--- src/rtl/core/keyword_token_scanner_core_assert.svh ---
// Assertion helpers for the scanner core. The enclosing scope must provide
// clk and rst.
`ifndef KEYWORD_TOKEN_SCANNER_CORE_ASSERT_SVH
`define KEYWORD_TOKEN_SCANNER_CORE_ASSERT_SVH

// Same-cycle implication, disabled while reset is high.
`define KTS_ASSERT_IMPLIES(label, ante, cons) \
  label: assert property (@(posedge clk) disable iff (rst) (ante) |-> (cons)) \
    else $error("scanner check failed: same-cycle implication");

// Next-cycle implication, disabled while reset is high.
`define KTS_ASSERT_NEXT(label, ante, cons) \
  label: assert property (@(posedge clk) disable iff (rst) (ante) |=> (cons)) \
    else $error("scanner check failed: next-cycle implication");

`endif

--- src/rtl/core/kts_pkg.sv ---
package kts_pkg;

  // Field widths.
  localparam int LINE_BITS   = 16;
  localparam int COLUMN_BITS = 12;
  localparam int LENGTH_BITS = 8;
  localparam int KIND_BITS   = 5;
  localparam int KW_COUNT    = 11;
  localparam int KW_SLOTS    = 8;

  // Queue between the classifier and the emitter.
  localparam int QUEUE_DEPTH    = 4;
  localparam int QUEUE_PTR_BITS = $clog2(QUEUE_DEPTH);

  typedef logic [KIND_BITS-1:0] kind_t;

  // Token kinds.
  localparam kind_t KIND_EOF    = 5'd0;
  localparam kind_t KIND_IDENT  = 5'd1;
  localparam kind_t KIND_NUMBER = 5'd2;
  localparam kind_t KIND_STRING = 5'd3;
  localparam kind_t KIND_ERROR  = 5'd4;
  localparam kind_t KIND_ARROW  = 5'd5;
  localparam kind_t KIND_MINUS  = 5'd6;
  localparam kind_t KIND_KW0    = 5'd7;
  localparam kind_t KIND_SINGLE = 5'd18;

  // Character codes with a meaning of their own.
  localparam logic [7:0] CH_LF         = 8'd10;
  localparam logic [7:0] CH_CR         = 8'd13;
  localparam logic [7:0] CH_SPACE      = 8'd32;
  localparam logic [7:0] CH_QUOTE      = 8'd34;
  localparam logic [7:0] CH_HASH       = 8'd35;
  localparam logic [7:0] CH_MINUS      = 8'd45;
  localparam logic [7:0] CH_DOT        = 8'd46;
  localparam logic [7:0] CH_GT         = 8'd62;
  localparam logic [7:0] CH_UNDERSCORE = 8'd95;

  // Keyword spellings, one byte per slot, and their lengths.
  localparam logic [7:0] KW_TEXT [KW_COUNT][KW_SLOTS] = '{
    '{"l", "e", "t", 8'd0, 8'd0, 8'd0, 8'd0, 8'd0},
    '{"m", "u", "t", 8'd0, 8'd0, 8'd0, 8'd0, 8'd0},
    '{"f", "n", 8'd0, 8'd0, 8'd0, 8'd0, 8'd0, 8'd0},
    '{"r", "e", "t", "u", "r", "n", 8'd0, 8'd0},
    '{"i", "f", 8'd0, 8'd0, 8'd0, 8'd0, 8'd0, 8'd0},
    '{"e", "l", "s", "e", 8'd0, 8'd0, 8'd0, 8'd0},
    '{"m", "a", "t", "c", "h", 8'd0, 8'd0, 8'd0},
    '{"f", "o", "r", 8'd0, 8'd0, 8'd0, 8'd0, 8'd0},
    '{"w", "h", "i", "l", "e", 8'd0, 8'd0, 8'd0},
    '{"a", "s", "y", "n", "c", 8'd0, 8'd0, 8'd0},
    '{"a", "w", "a", "i", "t", 8'd0, 8'd0, 8'd0}
  };
  localparam logic [2:0] KW_LEN [KW_COUNT] = '{
    3'd3, 3'd3, 3'd2, 3'd6, 3'd2, 3'd4, 3'd5, 3'd3, 3'd5, 3'd5, 3'd5
  };

  typedef struct packed {
    kind_t                  kind;
    logic [7:0]             ch;
    logic [LINE_BITS-1:0]   line;
    logic [COLUMN_BITS-1:0] col;
    logic [LENGTH_BITS-1:0] len;
  } token_t;

  // All tokens caused by one input byte; tok_b is used only when two is set.
  typedef struct packed {
    logic   two;
    token_t tok_a;
    token_t tok_b;
  } bundle_t;

  typedef struct packed {
    logic full;
    logic empty;
  } queue_status_t;

  // Drops every keyword that does not have byte c at position pos.
  function automatic logic [KW_COUNT-1:0] kw_filter(input logic [KW_COUNT-1:0] cand,
                                                    input logic [LENGTH_BITS-1:0] pos,
                                                    input logic [7:0] c);
    logic [KW_COUNT-1:0] keep;
    keep = cand;
    for (int k = 0; k < KW_COUNT; k++) begin
      if (pos >= LENGTH_BITS'(KW_LEN[k]) || KW_TEXT[k][pos[2:0]] != c) begin
        keep[k] = 1'b0;
      end
    end
    return keep;
  endfunction

  // Kind of a finished identifier: a keyword whose spelling survived and whose
  // length equals the identifier length, else a plain identifier.
  function automatic kind_t ident_kind(input logic [KW_COUNT-1:0] cand,
                                       input logic [LENGTH_BITS-1:0] len);
    kind_t kind;
    kind = KIND_IDENT;
    for (int k = KW_COUNT - 1; k >= 0; k--) begin
      if (cand[k] && len == LENGTH_BITS'(KW_LEN[k])) begin
        kind = KIND_KW0 + kind_t'(k);
      end
    end
    return kind;
  endfunction

endpackage

--- src/rtl/core/kts_in_if.sv ---
interface kts_in_if;
  logic       valid;
  logic       ready;
  logic       action;
  logic [7:0] char_code;

  modport source (output valid, output action, output char_code, input ready);
  modport sink (input valid, input action, input char_code, output ready);
endinterface

--- src/rtl/core/kts_out_if.sv ---
interface kts_out_if;
  logic                            valid;
  logic                            ready;
  kts_pkg::kind_t                  token_kind;
  logic [7:0]                      token_char;
  logic [kts_pkg::LINE_BITS-1:0]   start_line;
  logic [kts_pkg::COLUMN_BITS-1:0] start_column;
  logic [kts_pkg::LENGTH_BITS-1:0] token_length;
  logic                            last;

  modport source (output valid, output token_kind, output token_char, output start_line,
                  output start_column, output token_length, output last, input ready);
  modport sink (input valid, input token_kind, input token_char, input start_line,
                input start_column, input token_length, input last, output ready);
endinterface

--- src/rtl/core/kts_front.sv ---
module kts_front (
  input  logic                   clk,
  input  logic                   rst,
  kts_in_if.sink                 chars,
  input  kts_pkg::queue_status_t q_status,
  output logic                   push,
  output kts_pkg::bundle_t       push_data
);

  typedef enum logic [5:0] {
    M_IDLE    = 6'b000001,
    M_IDENT   = 6'b000010,
    M_NUMBER  = 6'b000100,
    M_STRING  = 6'b001000,
    M_COMMENT = 6'b010000,
    M_MINUS   = 6'b100000
  } mode_t;

  localparam logic [kts_pkg::COLUMN_BITS-1:0] COL_MAX = '1;
  localparam logic [kts_pkg::LENGTH_BITS-1:0] LEN_MAX = '1;
  localparam logic [kts_pkg::LENGTH_BITS-1:0] LEN_ONE = kts_pkg::LENGTH_BITS'(1);
  localparam logic [kts_pkg::LENGTH_BITS-1:0] LEN_TWO = kts_pkg::LENGTH_BITS'(2);
  localparam logic [kts_pkg::KW_COUNT-1:0]    CAND_ALL = '1;

  mode_t                           mode, mode_next;
  logic [kts_pkg::KW_COUNT-1:0]    cand, cand_next;
  logic [kts_pkg::LINE_BITS-1:0]   line_count, line_next;
  logic [kts_pkg::COLUMN_BITS-1:0] column_count, column_next;
  logic [kts_pkg::LINE_BITS-1:0]   start_line, start_line_next;
  logic [kts_pkg::COLUMN_BITS-1:0] start_column, start_column_next;
  logic [kts_pkg::LENGTH_BITS-1:0] length_count, length_next;
  logic                            finished, finished_next;

  logic                            accept;
  logic [7:0]                      c;
  logic [kts_pkg::LENGTH_BITS-1:0] len_sat;
  logic                            fall;
  logic                            pend_valid, tail_valid;
  kts_pkg::token_t                 pend_tok, tail_tok;

  function automatic logic is_space(input logic [7:0] b);
    return b == kts_pkg::CH_SPACE || (b >= 8'd9 && b <= 8'd13);
  endfunction

  function automatic logic is_alpha(input logic [7:0] b);
    return (b >= 8'd65 && b <= 8'd90) || (b >= 8'd97 && b <= 8'd122);
  endfunction

  function automatic logic is_digit(input logic [7:0] b);
    return b >= 8'd48 && b <= 8'd57;
  endfunction

  assign chars.ready = !q_status.full;
  assign accept      = chars.valid && chars.ready;
  assign c           = chars.char_code;
  assign len_sat     = (length_count != LEN_MAX) ? length_count + LEN_ONE : length_count;

  // One scanner step: the pending token that this byte closes, and the token
  // or state that the byte itself starts.
  always_comb begin
    mode_next         = mode;
    cand_next         = cand;
    line_next         = line_count;
    column_next       = column_count;
    start_line_next   = start_line;
    start_column_next = start_column;
    length_next       = length_count;
    finished_next     = finished;
    fall              = 1'b0;
    pend_valid        = 1'b0;
    tail_valid        = 1'b0;
    pend_tok          = '{kind: kts_pkg::KIND_EOF, ch: 8'd0, line: start_line,
                          col: start_column, len: length_count};
    tail_tok          = '{kind: kts_pkg::KIND_EOF, ch: 8'd0, line: line_count,
                          col: column_count, len: '0};

    if (finished) begin
      tail_valid = 1'b1;
    end else if (chars.action) begin
      // End of input: flush what is pending, then end-of-file.
      unique case (mode)
        M_IDENT: begin
          pend_valid    = 1'b1;
          pend_tok.kind = kts_pkg::ident_kind(cand, length_count);
        end
        M_NUMBER: begin
          pend_valid    = 1'b1;
          pend_tok.kind = kts_pkg::KIND_NUMBER;
        end
        M_STRING: begin
          pend_valid    = 1'b1;
          pend_tok.kind = kts_pkg::KIND_ERROR;
        end
        M_MINUS: begin
          pend_valid    = 1'b1;
          pend_tok.kind = kts_pkg::KIND_MINUS;
        end
        default: begin
          pend_valid = 1'b0;
        end
      endcase
      tail_valid    = 1'b1;
      mode_next     = M_IDLE;
      finished_next = 1'b1;
    end else begin
      // Position update for the byte.
      column_next = (column_count != COL_MAX) ? column_count + 1'b1 : column_count;
      if (c == kts_pkg::CH_LF) begin
        line_next   = line_count + 1'b1;
        column_next = '0;
      end

      unique case (mode)
        M_IDENT: begin
          if (is_alpha(c) || is_digit(c) || c == kts_pkg::CH_UNDERSCORE) begin
            cand_next   = kts_pkg::kw_filter(cand, length_count, c);
            length_next = len_sat;
          end else begin
            pend_valid    = 1'b1;
            pend_tok.kind = kts_pkg::ident_kind(cand, length_count);
            fall          = 1'b1;
          end
        end
        M_NUMBER: begin
          if (is_digit(c) || c == kts_pkg::CH_DOT) begin
            length_next = len_sat;
          end else begin
            pend_valid    = 1'b1;
            pend_tok.kind = kts_pkg::KIND_NUMBER;
            fall          = 1'b1;
          end
        end
        M_STRING: begin
          if (c == kts_pkg::CH_QUOTE) begin
            pend_valid    = 1'b1;
            pend_tok.kind = kts_pkg::KIND_STRING;
            mode_next     = M_IDLE;
          end else begin
            length_next = len_sat;
          end
        end
        M_COMMENT: begin
          if (c == kts_pkg::CH_LF || c == kts_pkg::CH_CR) begin
            mode_next = M_IDLE;
          end
        end
        M_MINUS: begin
          pend_valid = 1'b1;
          if (c == kts_pkg::CH_GT) begin
            pend_tok.kind = kts_pkg::KIND_ARROW;
            pend_tok.len  = LEN_TWO;
            length_next   = LEN_TWO;
            mode_next     = M_IDLE;
          end else begin
            pend_tok.kind = kts_pkg::KIND_MINUS;
            fall          = 1'b1;
          end
        end
        default: begin
          fall = 1'b1;
        end
      endcase

      // The byte starts something new from the idle state.
      if (fall) begin
        mode_next = M_IDLE;
        if (is_space(c)) begin
          mode_next = M_IDLE;
        end else if (is_alpha(c)) begin
          mode_next         = M_IDENT;
          start_line_next   = line_next;
          start_column_next = column_next;
          length_next       = LEN_ONE;
          cand_next         = kts_pkg::kw_filter(CAND_ALL, '0, c);
        end else if (is_digit(c) || c == kts_pkg::CH_DOT) begin
          mode_next         = M_NUMBER;
          start_line_next   = line_next;
          start_column_next = column_next;
          length_next       = LEN_ONE;
        end else if (c == kts_pkg::CH_QUOTE) begin
          mode_next         = M_STRING;
          start_line_next   = line_next;
          start_column_next = column_next;
          length_next       = '0;
        end else if (c == kts_pkg::CH_HASH) begin
          mode_next = M_COMMENT;
        end else if (c == kts_pkg::CH_MINUS) begin
          mode_next         = M_MINUS;
          start_line_next   = line_next;
          start_column_next = column_next;
          length_next       = LEN_ONE;
        end else begin
          tail_valid = 1'b1;
          tail_tok   = '{kind: kts_pkg::KIND_SINGLE, ch: c, line: line_next,
                         col: column_next, len: LEN_ONE};
        end
      end
    end
  end

  // Pack the step's tokens into one queue entry.
  always_comb begin
    push_data.two   = pend_valid && tail_valid;
    push_data.tok_a = pend_valid ? pend_tok : tail_tok;
    push_data.tok_b = tail_tok;
    push            = accept && (pend_valid || tail_valid);
  end

  always_ff @(posedge clk) begin
    if (rst) begin
      mode         <= M_IDLE;
      cand         <= CAND_ALL;
      line_count   <= kts_pkg::LINE_BITS'(1);
      column_count <= '0;
      start_line   <= '0;
      start_column <= '0;
      length_count <= '0;
      finished     <= 1'b0;
    end else if (accept) begin
      mode         <= mode_next;
      cand         <= cand_next;
      line_count   <= line_next;
      column_count <= column_next;
      start_line   <= start_line_next;
      start_column <= start_column_next;
      length_count <= length_next;
      finished     <= finished_next;
    end
  end

endmodule

--- src/rtl/core/kts_queue.sv ---
module kts_queue (
  input  logic                   clk,
  input  logic                   rst,
  input  logic                   push,
  input  kts_pkg::bundle_t       push_data,
  input  logic                   pop,
  output kts_pkg::bundle_t       head,
  output kts_pkg::queue_status_t status
);

  localparam logic [kts_pkg::QUEUE_PTR_BITS:0] COUNT_FULL =
    (kts_pkg::QUEUE_PTR_BITS + 1)'(kts_pkg::QUEUE_DEPTH);

  kts_pkg::bundle_t                    entries [kts_pkg::QUEUE_DEPTH];
  logic [kts_pkg::QUEUE_PTR_BITS-1:0]  wr_ptr, rd_ptr;
  logic [kts_pkg::QUEUE_PTR_BITS:0]    count;
  logic                                do_push, do_pop;

  assign status.full  = count == COUNT_FULL;
  assign status.empty = count == '0;
  assign head         = entries[rd_ptr];
  assign do_push      = push && !status.full;
  assign do_pop       = pop && !status.empty;

  // Entry storage; payload needs no reset.
  always_ff @(posedge clk) begin
    if (do_push) begin
      entries[wr_ptr] <= push_data;
    end
  end

  // Pointers and fill level.
  always_ff @(posedge clk) begin
    if (rst) begin
      wr_ptr <= '0;
      rd_ptr <= '0;
      count  <= '0;
    end else begin
      if (do_push) begin
        wr_ptr <= wr_ptr + 1'b1;
      end
      if (do_pop) begin
        rd_ptr <= rd_ptr + 1'b1;
      end
      if (do_push && !do_pop) begin
        count <= count + 1'b1;
      end else if (do_pop && !do_push) begin
        count <= count - 1'b1;
      end
    end
  end

endmodule

--- src/rtl/core/kts_back.sv ---
module kts_back (
  input  logic                   clk,
  input  logic                   rst,
  input  kts_pkg::bundle_t       head,
  input  kts_pkg::queue_status_t q_status,
  output logic                   pop,
  kts_out_if.source              tokens
);

  logic            sub;
  logic            xfer;
  kts_pkg::token_t tok;

  // Present the head entry one token at a time.
  assign tok                 = sub ? head.tok_b : head.tok_a;
  assign tokens.valid        = !q_status.empty;
  assign tokens.token_kind   = tok.kind;
  assign tokens.token_char   = tok.ch;
  assign tokens.start_line   = tok.line;
  assign tokens.start_column = tok.col;
  assign tokens.token_length = tok.len;
  assign tokens.last         = sub || !head.two;

  assign xfer = tokens.valid && tokens.ready;
  assign pop  = xfer && tokens.last;

  // Token select within a two-token entry.
  always_ff @(posedge clk) begin
    if (rst) begin
      sub <= 1'b0;
    end else if (xfer) begin
      sub <= !tokens.last;
    end
  end

endmodule

--- src/rtl/core/keyword_token_scanner_core.sv ---
// Channel   Direction  Transfer carries
// chars     in         action, char_code
// tokens    out        token_kind, token_char, start_line, start_column,
//                      token_length, last
//
// One byte is accepted per cycle while the token queue has room; the queue
// holds four entries of up to two tokens each.
// The emitter drains one token per cycle while tokens.ready is high, so a
// byte that closes one token and makes another gives two tokens; the queue
// absorbs such bursts. A byte's tokens reach the output from a registered queue entry.
// Reset is synchronous and clears the scanner state and the queue at once.
// A stall on tokens fills the queue and then holds chars.ready low.
`include "keyword_token_scanner_core_assert.svh"

module keyword_token_scanner_core (
  input  logic       clk,
  input  logic       rst,
  kts_in_if.sink     chars,
  kts_out_if.source  tokens
);

  kts_pkg::queue_status_t q_status;
  kts_pkg::bundle_t       push_data;
  kts_pkg::bundle_t       head;
  logic                   push;
  logic                   pop;

  // Classifier: one byte per transfer into token bundles.
  kts_front u_front (
    .clk       (clk),
    .rst       (rst),
    .chars     (chars),
    .q_status  (q_status),
    .push      (push),
    .push_data (push_data)
  );

  kts_queue u_queue (
    .clk       (clk),
    .rst       (rst),
    .push      (push),
    .push_data (push_data),
    .pop       (pop),
    .head      (head),
    .status    (q_status)
  );

  // Emitter: one token per transfer.
  kts_back u_back (
    .clk      (clk),
    .rst      (rst),
    .head     (head),
    .q_status (q_status),
    .pop      (pop),
    .tokens   (tokens)
  );

  // End-of-file always closes its group.
  `KTS_ASSERT_IMPLIES(a_eof_is_last, tokens.valid && tokens.token_kind == kts_pkg::KIND_EOF,
                      tokens.last)

  // Only a flushed pending token can lead a two-token group.
  `KTS_ASSERT_IMPLIES(a_lead_is_pending, tokens.valid && !tokens.last,
                      tokens.token_kind != kts_pkg::KIND_SINGLE &&
                      tokens.token_kind != kts_pkg::KIND_ARROW &&
                      tokens.token_kind != kts_pkg::KIND_STRING)

  // The second token of a group follows right after the first.
  `KTS_ASSERT_NEXT(a_second_follows, tokens.valid && tokens.ready && !tokens.last,
                   tokens.valid && tokens.last)

endmodule
--- src/flat_wrapper.sv ---
// flat-port wrapper written by rule: the top's interface ports become plain ports
module keyword_token_scanner_core_flat 
  (clk, rst, chars_valid, chars_action, chars_char_code, chars_ready, tokens_valid, tokens_token_kind, tokens_token_char, tokens_start_line, tokens_start_column, tokens_token_length, tokens_last, tokens_ready);
  kts_in_if chars_i ();
  kts_out_if tokens_i ();
  input  logic clk;
  input  logic rst;
  input wire logic [$bits(chars_i.valid)-1:0] chars_valid;
  input wire logic [$bits(chars_i.action)-1:0] chars_action;
  input wire logic [$bits(chars_i.char_code)-1:0] chars_char_code;
  output wire logic [$bits(chars_i.ready)-1:0] chars_ready;
  output wire logic [$bits(tokens_i.valid)-1:0] tokens_valid;
  output wire logic [$bits(tokens_i.token_kind)-1:0] tokens_token_kind;
  output wire logic [$bits(tokens_i.token_char)-1:0] tokens_token_char;
  output wire logic [$bits(tokens_i.start_line)-1:0] tokens_start_line;
  output wire logic [$bits(tokens_i.start_column)-1:0] tokens_start_column;
  output wire logic [$bits(tokens_i.token_length)-1:0] tokens_token_length;
  output wire logic [$bits(tokens_i.last)-1:0] tokens_last;
  input wire logic [$bits(tokens_i.ready)-1:0] tokens_ready;
  assign chars_i.valid = chars_valid;
  assign chars_i.action = chars_action;
  assign chars_i.char_code = chars_char_code;
  assign chars_ready = chars_i.ready;
  assign tokens_valid = tokens_i.valid;
  assign tokens_token_kind = tokens_i.token_kind;
  assign tokens_token_char = tokens_i.token_char;
  assign tokens_start_line = tokens_i.start_line;
  assign tokens_start_column = tokens_i.start_column;
  assign tokens_token_length = tokens_i.token_length;
  assign tokens_last = tokens_i.last;
  assign tokens_i.ready = tokens_ready;
  keyword_token_scanner_core u_core (.clk(clk), .rst(rst), .chars(chars_i), .tokens(tokens_i));
endmodule
--- config.mk ---
export PLATFORM = sky130hd
export DESIGN_NAME = keyword_token_scanner_core_flat
export DESIGN_NICKNAME = d
export VERILOG_FILES = /design/src/rtl/core/kts_pkg.sv /design/src/rtl/core/kts_in_if.sv /design/src/rtl/core/kts_out_if.sv /design/src/rtl/core/kts_front.sv /design/src/rtl/core/kts_queue.sv /design/src/rtl/core/kts_back.sv /design/src/rtl/core/keyword_token_scanner_core.sv /design/src/flat_wrapper.sv
export VERILOG_INCLUDE_DIRS = /design/src /design/src/rtl/core
export SDC_FILE = /design/constraint.sdc
export NUM_CORES = 1
export LEC_CHECK = 0
export ABC_AREA = 1
export BUFFER_PORTS_ARGS = -buffer_cell sky130_fd_sc_hd__buf_2
export CAP_MARGIN = 20
export CORE_MARGIN = 5
export CORE_UTILIZATION = 40
export DETAILED_ROUTE_END_ITERATION = 6
export PLACE_DENSITY = 0.63
export SKIP_LAST_GASP = 1
export SLEW_MARGIN = 20
export SYNTH_ARGS = -nofsm -noshare
export SYNTH_HDL_FRONTEND = slang
export SYNTH_SLANG_ARGS = --single-unit
--- constraint.sdc ---
create_clock -name clk -period 6.3 [get_ports clk]
set_clock_uncertainty 0.15 [all_clocks]
set_input_delay 1.26 -clock clk [delete_from_list [all_inputs] [get_ports clk]]
set_output_delay 1.26 -clock clk [all_outputs]
set_load 0.01 [all_outputs]
==> metrics, run 1 <==
outcome=completed; Vias=15.7k; Fin Setup TNS=0 ns; Yosys reg bits=440; row count=83; Pint=0.00573 W; Die Y-Extent=236 um; clock network power share=32.1%; setup ws final=1.74 ns; Nets=2235; Combinational Power Share=23.8%; antenna violations before repair=0; Multi-input gate area=7110 um^2; crit path time final=4.56 ns; largest net degree at the start of global routing=129; worst hold start=u_core.u_front.start_column[6]$_SDFFE_PP0P_; Fill cells=4827; Max-cap violations=0; Hold Path Stages=2; Sw Share=31.4%; Layout area overhead=11.8%; Leak Pwr=8.58 nW; io pins=65; Pwr Total=0.00836 W; Total Wirelength=52.4 mm; Synth Warn #=0; Worst slew margin=38.0%; Critical Path Source Type=flip-flop; DRC Markers=0; first-pass GRT wire length=82.5 mm; most frequent cells in the layout=426 x nor2_1, 348 x edfxtp_1, 314 x nand2_1, 261 x o21ai_0, 143 x inv_1; H-tree depth=2; Final Slew Violations=0; PD cells=364 nW/um^2; Inserted Diodes=0; CTS root buf=clkbuf_16; CP max FO=71; fmax=219 MHz; register area share after synthesis=59.9%; EDFF count, synth=348; Avg Vias per Cell=5.36; Final HPWL DP=33.1 mm; Num CTS Buffers=45; Yosys cell types=44; most common library cell in the layout ignoring fill and taps=nor2_1; total gr overflow=0; Syn Inst Count=2204; initial drt markers=1356; Worst R2R End=u_core.u_queue.entries[3][49]$_DFFE_PP_; port bufs=64; GRT Overall Usage=18.2%; Max VDD drop=0.230 mV; WS Path Type=reg -> out; Starting Density=40.2%; Hold Path Class=reg -> reg; mean routed wirelength per cell=17.9 um; Avg Inst Size Synth=9.31 um^2; Worst EP required=4.89 ns; Die ar.=55900 um^2; crit end category=output pin; CTS Buffer Depth=3; hold path endpoint=u_core.u_front.start_column[6]$_SDFFE_PP0P_; Post-Syn Area=20500 um^2; Top FF cell, synth=edfxtp_1; Storage cell area=12300 um^2; Final Hold Fails=0; final setup fails=0; vias in the first global route=14.7k; RSZ-0062 raised after global routing=no; synthesized net count=2234; dpl ws=1.36 ns; R2R depth=12; Hold WS=0.291 ns; CTS tree=yes; post-CTS setup buffer count=0; post_cts resized=0; global placer's final weighted congestion=0.944; worst path arrival time=3.15 ns; Final Core Density=44.9%; clock-pin slew on the worst setup and hold paths=0.06 ns; R2R setup slack=2.56 ns; router iterations before antenna repair=5; Post-DRT Antenna Nets=0; Synth async-reset ratio=0%; Critical R2R Launch=u_core.u_front.mode[1]$_SDFFE_PP0P_; Net Switching=0.00262 W; Post-CTS Hold Fix Bufs=0; Die Wd=236 um; fraction of layout cells with a size suffix above 1=9.23%; CTS sink count=440; Tcrit/Tclk final=72.4%; slew at the pin closest to its max-slew limit=0.930 ns; clk_lat worst skew=0.57 ns; sequential share of power=44.2%; core box area=51100 um^2
-- flip-flops by register name, summed over array words and instances, names as in the netlist, 3 cells and up, named ones only --
| signal | flops |
|---|---|
| u_core.u_front.cand | 11 |
| u_core.u_front.column_count | 12 |
| u_core.u_front.length_count | 8 |
| u_core.u_front.line_count | 16 |
| u_core.u_front.mode | 6 |
| u_core.u_front.start_column | 12 |
| u_core.u_front.start_line | 16 |
| u_core.u_queue.count | 3 |
| u_core.u_queue.entries | 348 |
-- cell families after synthesis --
kind of cell / count (synthesis) / synth area share, %
buffers and inverters: 290 / 5.65
XOR/XNOR: 35 / 1.49
adder cells (fa/ha/maj): 17 / 1.07
AO/OA/AOI/OAI: 481 / 12.6
flip-flops: 440 / 59.9
AND/OR/NAND/NOR: 941 / 19.3
-- power groups by stage --
stage                     Sequential (W)  Clock [W]  Combinational, W
after floorplan                  0.00369          0           0.00132
after detailed placement         0.00375          0           0.00202
after CTS                        0.00369    0.00274           0.00203
after global routing             0.00372    0.00287           0.00223
final                            0.00369    0.00268           0.00199
after global placement           0.00374          0           0.00199
-- cells in the mapped netlist (all sizes together) (15+ instances only) --
| cell | n | area [um^2] |
|---|---|---|
| nor2 | 442 | 1700 |
| edfxtp | 348 | 10500 |
| nand2 | 325 | 1250 |
| o21ai | 268 | 1350 |
| inv | 157 | 592 |
| a21oi | 111 | 567 |
| clkbuf | 101 | 380 |
| nand3 | 93 | 523 |
| dfxtp | 92 | 1840 |
| o22ai | 39 | 244 |
| a31oi | 38 | 238 |
| nor3 | 34 | 185 |
| xor2 | 32 | 280 |
| buf | 30 | 180 |
| nand4 | 25 | 156 |
| ha | 16 | 200 |
| o211ai | 15 | 113 |
-- worst max-delay path: stages (launching register included) --
cell	delay [ns]
dfxtp_4	0.51
buf_4	0.74
o21ai_0	0.20
o22ai_1	0.22
nor2_1	0.08
a31oi_1	0.52
buf_2	0.24
-- layer usage --
| metal | vias up | global-route usage, % | routed length, um |
|---|---|---|---|
| li1 | 7551 | - | - |
| met1 | 7596 | 25.8 | 23600 |
| met2 | 458 | 29.5 | 24900 |
| met3 | 63 | 3.12 | 3120 |
| met4 | 0 | 4.13 | 837 |
| met5 | - | 0 | 0 |
-- final cells by class --
type / instances / share of cell area (%)
clock inverters: 22 / 1.01
multi-input cells: 1474 / 31.0
well taps: 680 / 3.71
clock buffers: 62 / 5.58
flip-flops and latches: 440 / 53.6
inverters: 159 / 2.62
repair buffers: 85 / 2.52
-- stage by stage --
step / instances / cell area (um^2)
6_report: 2922 / 22900
5_1_grt: 2922 / 22900
4_1_cts: 2922 / 22900
3_5_place_dp: 2838 / 21400
3_3_place_gp: 2838 / 21400
2_1_floorplan: 2204 / 20500
-- worst max-delay path by stage --
stage / start / end / slack (ns) / cells after the start
5_1_grt: flip-flop / tokens_start_line[11] / 1.47 / 7
4_1_cts: flip-flop / tokens_start_line[11] / 1.66 / 7
3_3_place_gp: chars_char_code[2] / u_core.u_queue.entries[0][49]$_DFFE_PP_ / 1.42 / 11
2_1_floorplan: chars_char_code[2] / u_core.u_queue.entries[0][10]$_DFFE_PP_ / -0.51 / 13
3_5_place_dp: chars_char_code[1] / u_core.u_queue.entries[2][49]$_DFFE_PP_ / 1.36 / 14
6_report: flip-flop / tokens_token_char[6] / 1.74 / 6
(Power assumes the default switching activity.)
==> run 2: changes to the inputs <==
- PLACE_DENSITY: 0.63 -> 0.61
- clock period: 6.3 -> 4.4 ns (I/O delays scaled with it)
==> run 2 against run 1 <==
Setup slack worse by 1.2 ns. Largest cell class unchanged. First-iteration DRC count is 6.3% lower. Total power is 41% higher. Core utilization is 0.096 points higher. Highest routed layer unchanged. Largest power group unchanged. Die area stayed put.
==> metrics, run 2 (same netlist as run 1, synthesis figures left out) <==
outcome=completed; Worst EP required=3.37 ns (-1.52 ns); Final HPWL DP=34.1 mm (+3.1%); biggest regs=u_core.u_queue.entries x348, u_core.u_front.line_count x16, u_core.u_front.start_line x16; RSZ-0062 raised after global routing=no; clock-pin slew on the worst setup and hold paths=0.06 ns (about the same); sequential share of power=44.6% (+0.4 points); CTS sink count=440 (unchanged); crit path time final=3.82 ns; CTS Buffer Depth=3 (unchanged); Total Wirelength=53.0 mm (+1.1%); vias in the first global route=15.1k (+2.7%); Max-cap violations=0 (unchanged); router iterations before antenna repair=6 (+1); Starting Density=40.2% (unchanged); final setup fails=0 (unchanged); Inserted Diodes=0 (unchanged); Critical R2R Launch=u_core.u_front.mode[1]$_SDFFE_PP0P_; Num CTS Buffers=45 (unchanged); Hold Path Stages=2 (unchanged); global placer's final weighted congestion=0.910 (-3.6%); hold path endpoint=u_core.u_front.start_column[7]$_SDFFE_PP0P_; Final Core Density=45.0% (+0.096 points); WS Path Type=reg -> out; CP max FO=31 (-56%); Worst R2R End=u_core.u_queue.count[1]$_SDFFE_PP0P_; Tcrit/Tclk final=86.9%; DRC Markers=0 (unchanged); Die Wd=236 um (unchanged); worst path arrival time=2.79 ns (-0.36 ns); Combinational Power Share=24.6% (+0.8 points); Hold WS=0.292 ns (+0.00145 ns); R2R setup slack=1.22 ns (-1.34 ns); fmax=262 MHz; Pwr Total=0.0118 W (+41%); first-pass GRT wire length=83.9 mm (+1.7%); Hold Path Class=reg -> reg; Leak Pwr=8.63 nW (+0.60%); initial drt markers=1270 (-6.3%); post-CTS setup buffer count=0 (unchanged); PD cells=511 nW/um^2 (+40%); R2R depth=15 (+3); CTS root buf=clkbuf_16; max FFs per register=348 (unchanged); H-tree depth=2 (unchanged); row count=83 (unchanged); post_cts resized=0 (unchanged); Sw Share=31.8% (+0.44 points); Final Hold Fails=0 (unchanged); Layout area overhead=12.1%; most common library cell in the layout ignoring fill and taps=nor2_1; Avg Vias per Cell=5.30 (-1.1%); crit end category=output pin; worst hold start=u_core.u_front.start_column[7]$_SDFFE_PP0P_; CP max stage cell=dfxtp_4; Worst slew margin=44.4% (+6.5 points); total gr overflow=0 (unchanged); clock network power share=30.8% (-1.3 points); port bufs=64 (unchanged); mean routed wirelength per cell=18.0 um (+0.46%); Nets=2256 (+0.94%); Critical Path Source Type=flip-flop; Die Y-Extent=236 um (unchanged); antenna violations before repair=1 (+1); Final Slew Violations=0 (unchanged); Vias=15.6k (-0.45%); Net Switching=0.00374 W (+43%); delay of the slowest critical-path stage=0.68 ns (-0.06 ns); Post-CTS Hold Fix Bufs=0 (unchanged); io pins=65 (unchanged); slew at the pin closest to its max-slew limit=0.827 ns (-0.102 ns); Max VDD drop=0.253 mV (+10%); GRT Overall Usage=18.5% (+0.35 points); clk_lat worst skew=0.56 ns (about the same); largest net degree at the start of global routing=115 (-11%); most frequent cells in the layout=426 x nor2_1, 348 x edfxtp_1, 314 x nand2_1, 261 x o21ai_0, 143 x inv_1; Die ar.=55900 um^2 (unchanged); CTS tree=yes; Post-DRT Antenna Nets=0 (unchanged); core box area=51100 um^2 (unchanged); Biggest register=u_core.u_queue.entries; fraction of layout cells with a size suffix above 1=9.99% (+0.76 points); sequence of cells on the critical path=inv_2 -> buf_4 -> nor2_1 -> o21ai_0 -> a31oi_1 -> buf_2; Pint=0.00802 W (+40%)
[run 2: worst max-delay path by stage]
stage	cells past startpoint	slack, ns	from	to
CTS	7	0.54	flip-flop	tokens_token_char[2]
detailed placement	17	0.56	chars_char_code[2]	u_core.u_queue.count[1]$_SDFFE_PP0P_
finish	6	0.58	flip-flop	tokens_token_char[5]
global route	7	0.46	flip-flop	tokens_token_char[5]
global placement	20	0.60	chars_char_code[2]	u_core.u_queue.count[2]$_SDFFE_PP0P_
floorplan	13	-0.62	chars_char_code[2]	u_core.u_queue.entries[0][10]$_DFFE_PP_
[run 2: power groups by stage]
stage	combinational [W]	sequential, W	clock (W)
CTS	0.00294	0.00525	0.00370
global placement	0.00290	0.00532	0
detailed placement	0.00294	0.00534	0
floorplan	0.00190	0.00526	0
global route	0.00323	0.00530	0.00389
finish	0.00289	0.00525	0.00362
[run 2: layout make-up]
type                    count  area, um^2
clock buffers              71        1320
clock inverters            12        76.3
fillers                  4855       28100
inverters                 159         602
multi-input cells        1474        7110
flip-flops and latches    440       12300
well taps                 680         851
repair buffers            106         748
[run 2: critical path: cells and delay by family (launching register included)]
| kind | cells | cell delay [ns] |
|---|---|---|
| compound gates | 2 | 0.48 |
| simple gates | 1 | 0.11 |
| flops | 1 | 0.68 |
| buf+inv | 3 | 0.93 |
[run 2: per-stage QoR]
step / std cells / TNS, ns / setup WS, ns / area (um^2)
after floorplan: 2204 / -214.29 / -0.616 / 20500
after global placement: 2859 / 0 / 0.600 / 21600
after detailed placement: 2859 / 0 / 0.556 / 21600
after CTS: 2942 / 0 / 0.544 / 23000
after global routing: 2942 / 0 / 0.462 / 23000
final: 2942 / 0 / 0.576 / 23000
[run 2: metal layers]
layer / track usage, % / up-vias / wire (um)
li1: - / 7594 / -
met1: 25.8 / 7497 / 23800
met2: 31.0 / 437 / 25300
met3: 2.53 / 70 / 2880
met4: 4.60 / 0 / 1060
met5: 0 / - / 0
